--- config.mk ---
export PLATFORM = sky130hd
export DESIGN_NAME = calendar_clock_advance
export DESIGN_NICKNAME = d
export VERILOG_FILES = /design/src/hdl/cca_pkg.sv /design/src/hdl/calendar_clock_advance.sv
export SDC_FILE = /design/constraint.sdc
export NUM_CORES = 1
export LEC_CHECK = 0
export BUFFER_PORTS_ARGS = -buffer_cell sky130_fd_sc_hd__clkbuf_2
export CAP_MARGIN = 5
export CORE_ASPECT_RATIO = 2
export CORE_MARGIN = 4
export CORE_UTILIZATION = 45
export CTS_CLUSTER_DIAMETER = 30
export DETAILED_ROUTE_END_ITERATION = 10
export HOLD_SLACK_MARGIN = 0.06
export PLACE_DENSITY_LB_ADDON = 0.15
export SLEW_MARGIN = 30
export SYNTH_ARGS = -nofsm -noshare
export SYNTH_HDL_FRONTEND = slang
export SYNTH_SLANG_ARGS = --single-unit
--- constraint.sdc ---
create_clock -name clk -period 19.7 [get_ports clk]
set_clock_uncertainty 0.05 [all_clocks]
set_input_delay 0.985 -clock clk [delete_from_list [all_inputs] [get_ports clk]]
set_output_delay 0.985 -clock clk [all_outputs]
set_load 0.1 [all_outputs]
--- src/hdl/cca_pkg.sv ---
`timescale 1ns / 1ps
`default_nettype none
// ----------------------------------------------------------------------------
// cca_pkg: shared types and constants of the calendar clock
// Field widths, reset date, step limit and the month-length table.
// ----------------------------------------------------------------------------
package cca_pkg;

    localparam int SEC_W   = 6;
    localparam int MIN_W   = 6;
    localparam int HOUR_W  = 5;
    localparam int DAY_W   = 5;
    localparam int MONTH_W = 4;
    localparam int YEAR_W  = 14;
    localparam int STEP_W  = 17;

    localparam logic [STEP_W-1:0] SEC_MAX_STEP = 17'd86399;
    localparam logic [YEAR_W-1:0] YEAR_MAX     = 14'd16383;

    localparam logic [SEC_W-1:0]   SECOND_RESET = 6'd0;
    localparam logic [MIN_W-1:0]   MINUTE_RESET = 6'd43;
    localparam logic [HOUR_W-1:0]  HOUR_RESET   = 5'd20;
    localparam logic [DAY_W-1:0]   DAY_RESET    = 5'd23;
    localparam logic [MONTH_W-1:0] MONTH_RESET  = 4'd7;
    localparam int                 YEAR_RESET_I = 2026;
    localparam logic [YEAR_W-1:0]  YEAR_RESET   = YEAR_W'(YEAR_RESET_I);
    // Year modulo 25 is tracked alongside the year for the century rule.
    localparam logic [4:0]         YMOD25_RESET = 5'(YEAR_RESET_I % 25);

    localparam logic [MONTH_W-1:0] MONTH_FEB = 4'd2;
    localparam logic [MONTH_W-1:0] MONTH_APR = 4'd4;
    localparam logic [MONTH_W-1:0] MONTH_JUN = 4'd6;
    localparam logic [MONTH_W-1:0] MONTH_SEP = 4'd9;
    localparam logic [MONTH_W-1:0] MONTH_NOV = 4'd11;
    localparam logic [MONTH_W-1:0] MONTH_DEC = 4'd12;

    // Time of day split from an advance count.
    typedef struct packed {
        logic [HOUR_W-1:0] hour;
        logic [MIN_W-1:0]  minute;
        logic [SEC_W-1:0]  second;
    } hms_t;

    // Days in a non-leap month; codes outside 1..12 read as 31.
    function automatic logic [DAY_W-1:0] month_days(input logic [MONTH_W-1:0] month);
        logic [DAY_W-1:0] days;
        unique case (month)
            MONTH_FEB: days = 5'd28;
            MONTH_APR,
            MONTH_JUN,
            MONTH_SEP,
            MONTH_NOV: days = 5'd30;
            default:   days = 5'd31;
        endcase
        return days;
    endfunction

endpackage : cca_pkg
`default_nettype wire

--- src/hdl/calendar_clock_advance.sv ---
`timescale 1ns / 1ps
`default_nettype none
// ----------------------------------------------------------------------------
// calendar_clock_advance: Gregorian date and time-of-day clock
// Adds a count of seconds per input word and returns the new date and time.
// ----------------------------------------------------------------------------
// The block takes one word per clock cycle while the output side is ready, and
// returns one result word per input word from its result register. The
// advance count (clamped to 86399) is split into hours, minutes and seconds
// on entry; a single update stage then adds it to the stored time, performs
// at most one day rollover with the full leap-year rule, and loads the
// result register, which also holds the clock state. The year holds at 16383
// and tuser flags the word in which that happened. An input register in
// front of the update stage lets a new word be accepted while a result waits.
module calendar_clock_advance
    import cca_pkg::*;
(
    input  wire logic        clk,
    input  wire logic        rst_n,
    input  wire logic        s_axis_tvalid,
    output logic             s_axis_tready,
    input  wire logic [23:0] s_axis_tdata,   // add_seconds[16:0], zero pad
    output logic             m_axis_tvalid,
    input  wire logic        m_axis_tready,
    output logic [39:0] m_axis_tdata,  // out_second, out_minute, out_hour,
                                       // out_day, out_month, out_year
    output logic [0:0]  m_axis_tuser   // year_saturated
);

    localparam logic [16:0] RECIP_60   = 17'd69905;  // floor(2^22 / 60)
    localparam logic [16:0] RECIP_3600 = 17'd1165;   // floor(2^22 / 3600)

    // ---------------- entry split ----------------
    logic [STEP_W-1:0] secs;
    logic [33:0]       prod_60;
    logic [33:0]       prod_3600;
    logic [10:0]       q_est;
    logic [4:0]        h_est;
    logic [17:0]       rem_60;
    logic [17:0]       rem_3600;
    logic [10:0]       q_min;
    logic [4:0]        q_hour;
    logic [10:0]       min_wide;
    hms_t              split;

    always_comb
    begin
        secs      = (s_axis_tdata[16:0] > SEC_MAX_STEP) ? SEC_MAX_STEP : s_axis_tdata[16:0];
        prod_60   = 34'(secs) * 34'(RECIP_60);
        prod_3600 = 34'(secs) * 34'(RECIP_3600);
        q_est     = prod_60[32:22];
        h_est     = prod_3600[26:22];
        // The reciprocals round down, so each estimate is low by at most one.
        rem_60    = 18'(secs) - 18'(q_est) * 18'd60;
        rem_3600  = 18'(secs) - 18'(h_est) * 18'd3600;
        q_min     = (rem_60 >= 18'd60) ? q_est + 11'd1 : q_est;
        q_hour    = (rem_3600 >= 18'd3600) ? h_est + 5'd1 : h_est;
        min_wide  = q_min - 11'(q_hour) * 11'd60;
        split.second = (rem_60 >= 18'd60) ? 6'(rem_60 - 18'd60) : rem_60[5:0];
        split.minute = min_wide[5:0];
        split.hour   = q_hour;
    end

    // ---------------- handshake ----------------
    logic in_valid_reg;
    logic in_valid_next;
    hms_t in_reg;
    logic out_valid_reg;
    logic out_valid_next;
    logic advance;

    assign advance       = in_valid_reg && (!out_valid_reg || m_axis_tready);
    assign s_axis_tready = !in_valid_reg || advance;

    always_comb
    begin
        in_valid_next = in_valid_reg;
        if (s_axis_tvalid && s_axis_tready)
        begin
            in_valid_next = 1'b1;
        end
        else if (advance)
        begin
            in_valid_next = 1'b0;
        end
        out_valid_next = out_valid_reg;
        if (advance)
        begin
            out_valid_next = 1'b1;
        end
        else if (m_axis_tready)
        begin
            out_valid_next = 1'b0;
        end
    end

    always_ff @(posedge clk or negedge rst_n)
    begin
        if (!rst_n)
        begin
            in_valid_reg  <= 1'b0;
            out_valid_reg <= 1'b0;
        end
        else
        begin
            in_valid_reg  <= in_valid_next;
            out_valid_reg <= out_valid_next;
        end
    end

    always_ff @(posedge clk)
    begin
        if (s_axis_tvalid && s_axis_tready)
        begin
            in_reg <= split;
        end
    end

    // ---------------- calendar update ----------------
    logic [SEC_W-1:0]   second_reg, second_next;
    logic [MIN_W-1:0]   minute_reg, minute_next;
    logic [HOUR_W-1:0]  hour_reg, hour_next;
    logic [DAY_W-1:0]   day_reg, day_next;
    logic [MONTH_W-1:0] month_reg, month_next;
    logic [YEAR_W-1:0]  year_reg, year_next;
    logic [4:0]         ymod25_reg, ymod25_next;
    logic               sat_reg, sat_next;

    logic [6:0]         sec_sum;
    logic [6:0]         min_sum;
    logic [5:0]         hour_sum;
    logic               sec_carry;
    logic               min_carry;
    logic               day_carry;
    logic               leap;
    logic [DAY_W-1:0]   dim;
    logic [DAY_W-1:0]   day_inc;
    logic [MONTH_W:0]   month_inc;
    logic               month_end;

    always_comb
    begin
        sec_sum   = 7'(second_reg) + 7'(in_reg.second);
        sec_carry = sec_sum >= 7'd60;
        min_sum   = 7'(minute_reg) + 7'(in_reg.minute) + 7'(sec_carry);
        min_carry = min_sum >= 7'd60;
        hour_sum  = 6'(hour_reg) + 6'(in_reg.hour) + 6'(min_carry);
        day_carry = hour_sum >= 6'd24;

        // Divisible by 400 means divisible by 16 and by 25.
        leap      = (year_reg[1:0] == 2'b00) &&
                    ((ymod25_reg != 5'd0) || (year_reg[3:0] == 4'd0));
        dim       = (month_reg == MONTH_FEB && leap) ? 5'd29 : month_days(month_reg);
        day_inc   = day_reg + 5'd1;
        month_end = (day_inc > dim) || (day_inc == 5'd0);
        month_inc = {1'b0, month_reg} + 5'd1;

        second_next = sec_carry ? 6'(sec_sum - 7'd60) : sec_sum[5:0];
        minute_next = min_carry ? 6'(min_sum - 7'd60) : min_sum[5:0];
        hour_next   = day_carry ? 5'(hour_sum - 6'd24) : hour_sum[4:0];
        day_next    = day_reg;
        month_next  = month_reg;
        year_next   = year_reg;
        ymod25_next = ymod25_reg;
        sat_next    = 1'b0;

        if (day_carry)
        begin
            if (!month_end)
            begin
                day_next = day_inc;
            end
            else
            begin
                day_next = 5'd1;
                if (month_inc > 5'(MONTH_DEC))
                begin
                    month_next = 4'd1;
                    if (year_reg == YEAR_MAX)
                    begin
                        sat_next = 1'b1;
                    end
                    else
                    begin
                        year_next   = year_reg + 14'd1;
                        ymod25_next = (ymod25_reg == 5'd24) ? 5'd0 : ymod25_reg + 5'd1;
                    end
                end
                else
                begin
                    month_next = month_inc[MONTH_W-1:0];
                end
            end
        end
    end

    always_ff @(posedge clk or negedge rst_n)
    begin
        if (!rst_n)
        begin
            second_reg <= SECOND_RESET;
            minute_reg <= MINUTE_RESET;
            hour_reg   <= HOUR_RESET;
            day_reg    <= DAY_RESET;
            month_reg  <= MONTH_RESET;
            year_reg   <= YEAR_RESET;
            ymod25_reg <= YMOD25_RESET;
            sat_reg    <= 1'b0;
        end
        else if (advance)
        begin
            second_reg <= second_next;
            minute_reg <= minute_next;
            hour_reg   <= hour_next;
            day_reg    <= day_next;
            month_reg  <= month_next;
            year_reg   <= year_next;
            ymod25_reg <= ymod25_next;
            sat_reg    <= sat_next;
        end
    end

    // The clock state itself is the result word.
    assign m_axis_tvalid = out_valid_reg;
    assign m_axis_tdata  = {year_reg, month_reg, day_reg, hour_reg, minute_reg, second_reg};
    assign m_axis_tuser  = sat_reg;

endmodule : calendar_clock_advance
`default_nettype wire

Word-level counts from Yosys, hierarchy flattened --
Index checks and enable logic that the tools add are counted.
Storage, ports and cells: memory bits (read-only) 0, output and inout port bits 43, RAM bits 0, bits in latches 0, input port bits 28, memories kept 0, logic and storage cells 92, flip-flop bits (word level) 65
Operators by class: add/subtract/negate cells 18, magnitude comparators 8, reduce and logical (&&, ||, !) cells 20, shifts and indexed selects 0, eq/ne operators 7, divide/modulo/power cells 0, muxes and demuxes 20, multipliers 5, bitwise gates (word level) 1
Operators by type and width (count):
- $sub 17x17->18 | 2
- $mul 17x17->33 const B | 1
- $mul 17x11->27 const B | 1
- $mux 5 | 5
- $mux 6 | 4
- $ge 18x12->1 const B | 1
- $ge 18x6->1 const B | 1
- $sub 6x6->6 const B | 3
- $gt 17x17->1 const B | 1
- $mux 17 | 1
- $add 5x1->5 const B | 3
- $mul 11x4->15 const B | 1
- $add 14x1->14 const B | 1
- $add 6x6->7 | 2
- $eq 14x14->1 const B | 1
- $ge 7x6->1 const B | 2
- $mul 5x8->13 const B | 1
- $eq 4x3->1 const B | 2
- $eq 4x4->1 const B | 2
- $mux 1 | 8
- $add 7x1->7 | 1
- $add 5x5->6 | 1
- $add 6x1->6 | 1
- $add 6x1->6 const B | 1
- 24 further kinds | 32

Longest topological paths before layout --
depth after elaboration 9, depth in mapped cells 58, mapped depth without buffers 57

Worst setup path before layout --
No wires, ideal clock.
kind input to register, start point input s_axis_tdata[12], end point register in_reg[11] (netlist bit), data pin, buffers on the path 1, setup time 0.258 ns, arrival time 12.456 ns, slack 6.936 ns, data required time 19.392 ns, stages on the path 51, path through nor3_1 or2_1 clkbuf_1 a21oi_1 nor2_1 inv_1 ha_1 ha_1 fa_1 fa_1 inv_1 fa_1 inv_1 ha_1 nand2_1 or3_1 or4_4 o21ai_4 (+15 left out) nor2_1 nand2_1 o21ai_0 a2111oi_0 nor3_1 a211oi_4 nand4_1 xnor2_1 ha_1 ha_1 ha_1 inv_1 ha_1 a21oi_1 xnor2_1 xnor2_1 xnor3_1 xnor2_1
Between the ends: longest elaborated chain between the ends 9, elaborated cells on any way between the ends 16, classes of those cells 5 x add/sub; 5 x mul; 3 x order compare; 3 x mux
RTL lines:
- start, declared | line calendar_clock_advance.sv:22 | input wire logic [23:0] s_axis_tdata,
- $gt 17x17->1 | line calendar_clock_advance.sv:48 | secs = (s_axis_tdata[16:0] > SEC_MAX_STEP) ? SEC_MAX_STEP : s_axis_tdata[16:0];
- $mux 17 (*) | line calendar_clock_advance.sv:48
- $mul 17x11->27 | line calendar_clock_advance.sv:50 | prod_3600 = 34'(secs) * 34'(RECIP_3600);
- $mul 5x8->13 | line calendar_clock_advance.sv:55 | rem_3600 = 18'(secs) - 18'(h_est) * 18'd3600;
- $sub 17x17->18 | line calendar_clock_advance.sv:55
- $ge 18x12->1 | line calendar_clock_advance.sv:57 | q_hour = (rem_3600 >= 18'd3600) ? h_est + 5'd1 : h_est;
- $mux 5 (*) | line calendar_clock_advance.sv:57
- via q_hour[0] | line calendar_clock_advance.sv:42 | logic [4:0] q_hour;
- $mul 5x4->4 (*) | line calendar_clock_advance.sv:58 | min_wide = q_min - 11'(q_hour) * 11'd60;
- $sub 6x6->6 (*) | line calendar_clock_advance.sv:58
- via min_wide[5] | line calendar_clock_advance.sv:43 | logic [10:0] min_wide;
- end signal, assigned | line calendar_clock_advance.sv:115 | in_reg <= split;
- end, declared | line calendar_clock_advance.sv:67 | hms_t in_reg;
The timed path passes the listed nets; every way through them passes the cells marked *. A chain may end at the register's enable or synchronous reset.

Worst setup path after layout --
start point input s_axis_tdata[16], end point register in_reg[11] (netlist bit), data pin
Between the ends: longest elaborated chain between the ends 9, elaborated cells on any way between the ends 16, classes of those cells 5 x add/sub; 5 x mul; 3 x order compare; 3 x mux
RTL lines (line):
- $gt 17x17->1 | calendar_clock_advance.sv:48
- $mux 17 (*) | calendar_clock_advance.sv:48
- $mul 17x11->27 | calendar_clock_advance.sv:50
- $mul 5x8->13 | calendar_clock_advance.sv:55
- $sub 17x17->18 | calendar_clock_advance.sv:55
- $ge 18x12->1 | calendar_clock_advance.sv:57
- $mux 5 | calendar_clock_advance.sv:57
- $mul 5x4->4 | calendar_clock_advance.sv:58
- $sub 6x6->6 (*) | calendar_clock_advance.sv:58
- via min_wide[5] | calendar_clock_advance.sv:43
Marks and branches as above.

==> metrics.log <==
[metrics] deepest level of the CTS H-tree: 3
[metrics] core area: 26300 um2
[metrics] kind of path behind the tightest hold check: reg -> reg
[metrics] HPWL after detailed placement: 23.9 mm
[metrics] count of buffers inserted at the top-level ports: 63
[metrics] main area contributors after synthesis: ha_1 (31%), fa_1 (12%), inv_1 (6.5%), dfrtp_1 (5.4%), dfstp_2 (4.8%)
[metrics] Synth Area in Compound Gates: 0.144
[metrics] endpoint of the most critical setup path: in_reg[11]
[metrics] Post-Synthesis Cell Area: 11900 um2
[metrics] data required time at the worst endpoint: 19730 ps
[metrics] clock insertion delay at the later pin of the skew report: about 340 ps
[metrics] FILL cells: 2597
[metrics] detail-routed via count per cell: 5.46
[metrics] flip-flop and latch count after synthesis: 65
[metrics] top cell type's share of synthesized area: 0.313
[metrics] post-route fraction of the period consumed by the critical path: 0.758
[metrics] footprint of the multi-input gates: ~9400 um2
[metrics] Die Ht: 238 um
[metrics] final global-route overflow total: 0
[metrics] yosys warns: 0
[metrics] category of the worst setup path capture point: register
[metrics] first-pass GRT wire length: between 40 and 50 mm
[metrics] buffer levels on the longest clock path: 2
[metrics] EDFF count, synth: 17
[metrics] final critical-path setup slack: 4770 ps
[metrics] maximum number of pins on one net before global-route repair: slightly below 50
[metrics] post-synthesis instance total: 1331
[metrics] worst flop-to-flop path startpoint: second_reg[1]
[metrics] initial core utilization: 0.455
[metrics] number of gates resized after cts: 0
[metrics] Crit-path slowest cell: xnor2_1
[metrics] Setup Total Neg Slack: 0 ps
[metrics] part of the Yosys area used for sequential elements: 0.146
[metrics] cell family contributing the most delay on the critical path: compound AO/OA/AOI/OAI gates
[metrics] post-detailed-route DRC marker count: 0
[metrics] largest area contributor in the synthesized netlist: ha_1
[metrics] number of core rows: 84
[metrics] count of distinct cell types in the synthesized netlist: 73
[metrics] final hold vios: 0
[metrics] most used standard cell by instance count after synthesis: ha_1
[metrics] unrepaired setup endpoints after global routing: no
[metrics] syn_nets: 1731
[metrics] setup slack on the worst flop-to-flop path: roughly 11000 ps
[metrics] via count of the first global-routing pass: 10121
[metrics] Worst setup SP type: input port
[metrics] result of the run: completed
[metrics] wire per inst: approximately 16 um
[metrics] Worst Path Class, Setup: in -> reg
[metrics] path depth of the worst reg2reg path: 28
[metrics] hold buffers post-CTS: 0
[metrics] most used flip-flop cell after synthesis: dfrtp_1
[metrics] mean area per synthesized cell: 8.97 um2
[metrics] maximum capacitance violations: 0
[metrics] data arrival time of the critical path: 14960 ps
[metrics] total number of vias: 9521
[metrics] Slew Viols, Final: 0
[metrics] post-synthesis share of cell area spent on full adders, half adders and majority gates: 0.436
[metrics] flip-flop count of the largest register, all copies and words added: 17
[metrics] Die ar.: ~29000 um2
[metrics] TritonCTS buffer count: 9
[metrics] layout cell share with drive strength beyond 1: 0.101
[metrics] final setup violation count: 0
[metrics] post-route ant nets: 0
[metrics] critical path's largest stage delay: approximately 730 ps
[metrics] worst setup path startpoint: s_axis_tdata[16]
[metrics] shortest clock period the worst path allows after layout: about 15000 ps
[metrics] worst max-slew margin expressed relative to the limit: 0.374
[metrics] die outline width: 123 um
[metrics] TritonCTS Sinks: 65
[metrics] highest net fanout along the worst path: 14
[metrics] synthesized-area fraction occupied by xor and xnor cells: 0.0686
[metrics] relative area change from synthesis to final layout: 8.65%
[metrics] pre-CTS worst setup slack: ~4400 ps
[metrics] total number of nets in the final design: 1794
[metrics] number of iterations in the first detailed-routing pass: 4
[metrics] maximum clock frequency: 67.0 MHz
[metrics] antenna diode count: 0
[metrics] CTS tree: built
[metrics] post-CTS setup-driven buffer insertion count: 0
[metrics] Worst-Margin Slew: 932 ps
[metrics] RePlAce Congestion: 0.892
[metrics] Crit path depth: 55
[metrics] storage element area: 1740 um2
[metrics] Bufs and invs on worst path: 5
[metrics] initial antenna violation count: 0
[metrics] area share of and/or/nand/nor cells after synthesis: 0.121
[metrics] fraction of synthesis flops using an asynchronous set or reset pin: 0.738
[metrics] root buf cell: clkbuf_16
[metrics] largest family of logic cells by synthesized area: adder cells
[metrics] I/O pin count: 71
[metrics] post-synthesis mux area share: 0.0157
[metrics] gr usage total: 0.199
[metrics] detailed router's first-iteration violation count: 228
[metrics] final wirelength: 28.0 mm
[metrics] leading post-synthesis cells by instance count: ha_1 (299), inv_1 (207), nand2_1 (83)
[metrics] worst r2r dst: year_reg[13]
[metrics] clock-pin transition on the worst setup and hold timing paths: 60 ps
routing by layer:
metal  global-route usage  vias to the layer above  part of all wire  wire, um
met1                0.189                     4612              0.35      9680
met5                    0                        -                 0         0
met2                0.421                      137              0.59     16700
met3               0.0119                       45             0.022       606
li1                     -                     4727                 -         -
met4               0.0776                        0             0.038      1070
per-stage QoR:
stage                     cells  hold WS [ps]  utilization  instance area, um2
after global routing       1743           453        0.494               13000
final                      1743           447        0.494               13000
after global placement     1727           429        0.482               12700
after detailed placement   1727           434        0.482               12700
after CTS                  1743           449        0.493               13000
after floorplan            1331           429            -               11900
cell type report:
type / instances / area share
repair buffers: 65 / 0.0255
inverters: 208 / 0.0602
multi-input cells: 1045 / 0.723
well taps: 344 / 0.0332
clock buffers: 11 / 0.0212
flip-flops and latches: 65 / 0.134
clock inverters: 5 / 0.00260
kinds of logic (layout without fill, tap and decap cells):
family	count (synthesis)	after routing
adders and majority gates	372	372
buffers and inverters	221	289
and+or+nand+nor	296	296
AOI/OAI and AO/OA	268	268
xor gates and xnor gates	92	92
muxes	17	17
DFF	65	65
worst min path at each step:
stage / from / endpoint / slack, ps / cells after the start
floorplan: in_valid_reg / m_axis_tvalid / 430 / 1
CTS: year_reg[13] / year_reg[13] / 450 / 1
finish: year_reg[13] / year_reg[13] / 450 / 1
global placement: year_reg[13] / year_reg[13] / 430 / 1
detailed placement: year_reg[13] / year_reg[13] / 430 / 1
global route: year_reg[13] / year_reg[13] / 450 / 1
layout by cell type (no fill, tap or decap), types with 9 or more instances in the layout:
| cell type | instances |
|---|---|
| inv_1 | 207 |
| o21a_1 | 14 |
| xnor2_1 | 61 |
| ha_1 | 299 |
| a211oi_1 | 10 |
| a31oi_1 | 9 |
| nor3_1 | 20 |
| dfstp_2 | 22 |
| or2_2 | 10 |
| nand2b_1 | 18 |
| clkbuf_16 | 11 |
| mux2_2 | 10 |
| clkbuf_2 | 63 |
| edfxtp_1 | 17 |
| fa_1 | 73 |
| nor2_1 | 76 |
| a21oi_1 | 68 |
| a21o_1 | 21 |
| nand4_1 | 12 |
| xor2_1 | 29 |
| nand3_1 | 19 |
| o21ai_0 | 77 |
| dfrtp_1 | 26 |
| and3_1 | 10 |
| nand2_1 | 82 |
Power is not shown: default switching activity piles up to over one toggle a cycle in this logic, so the estimate is an artifact.
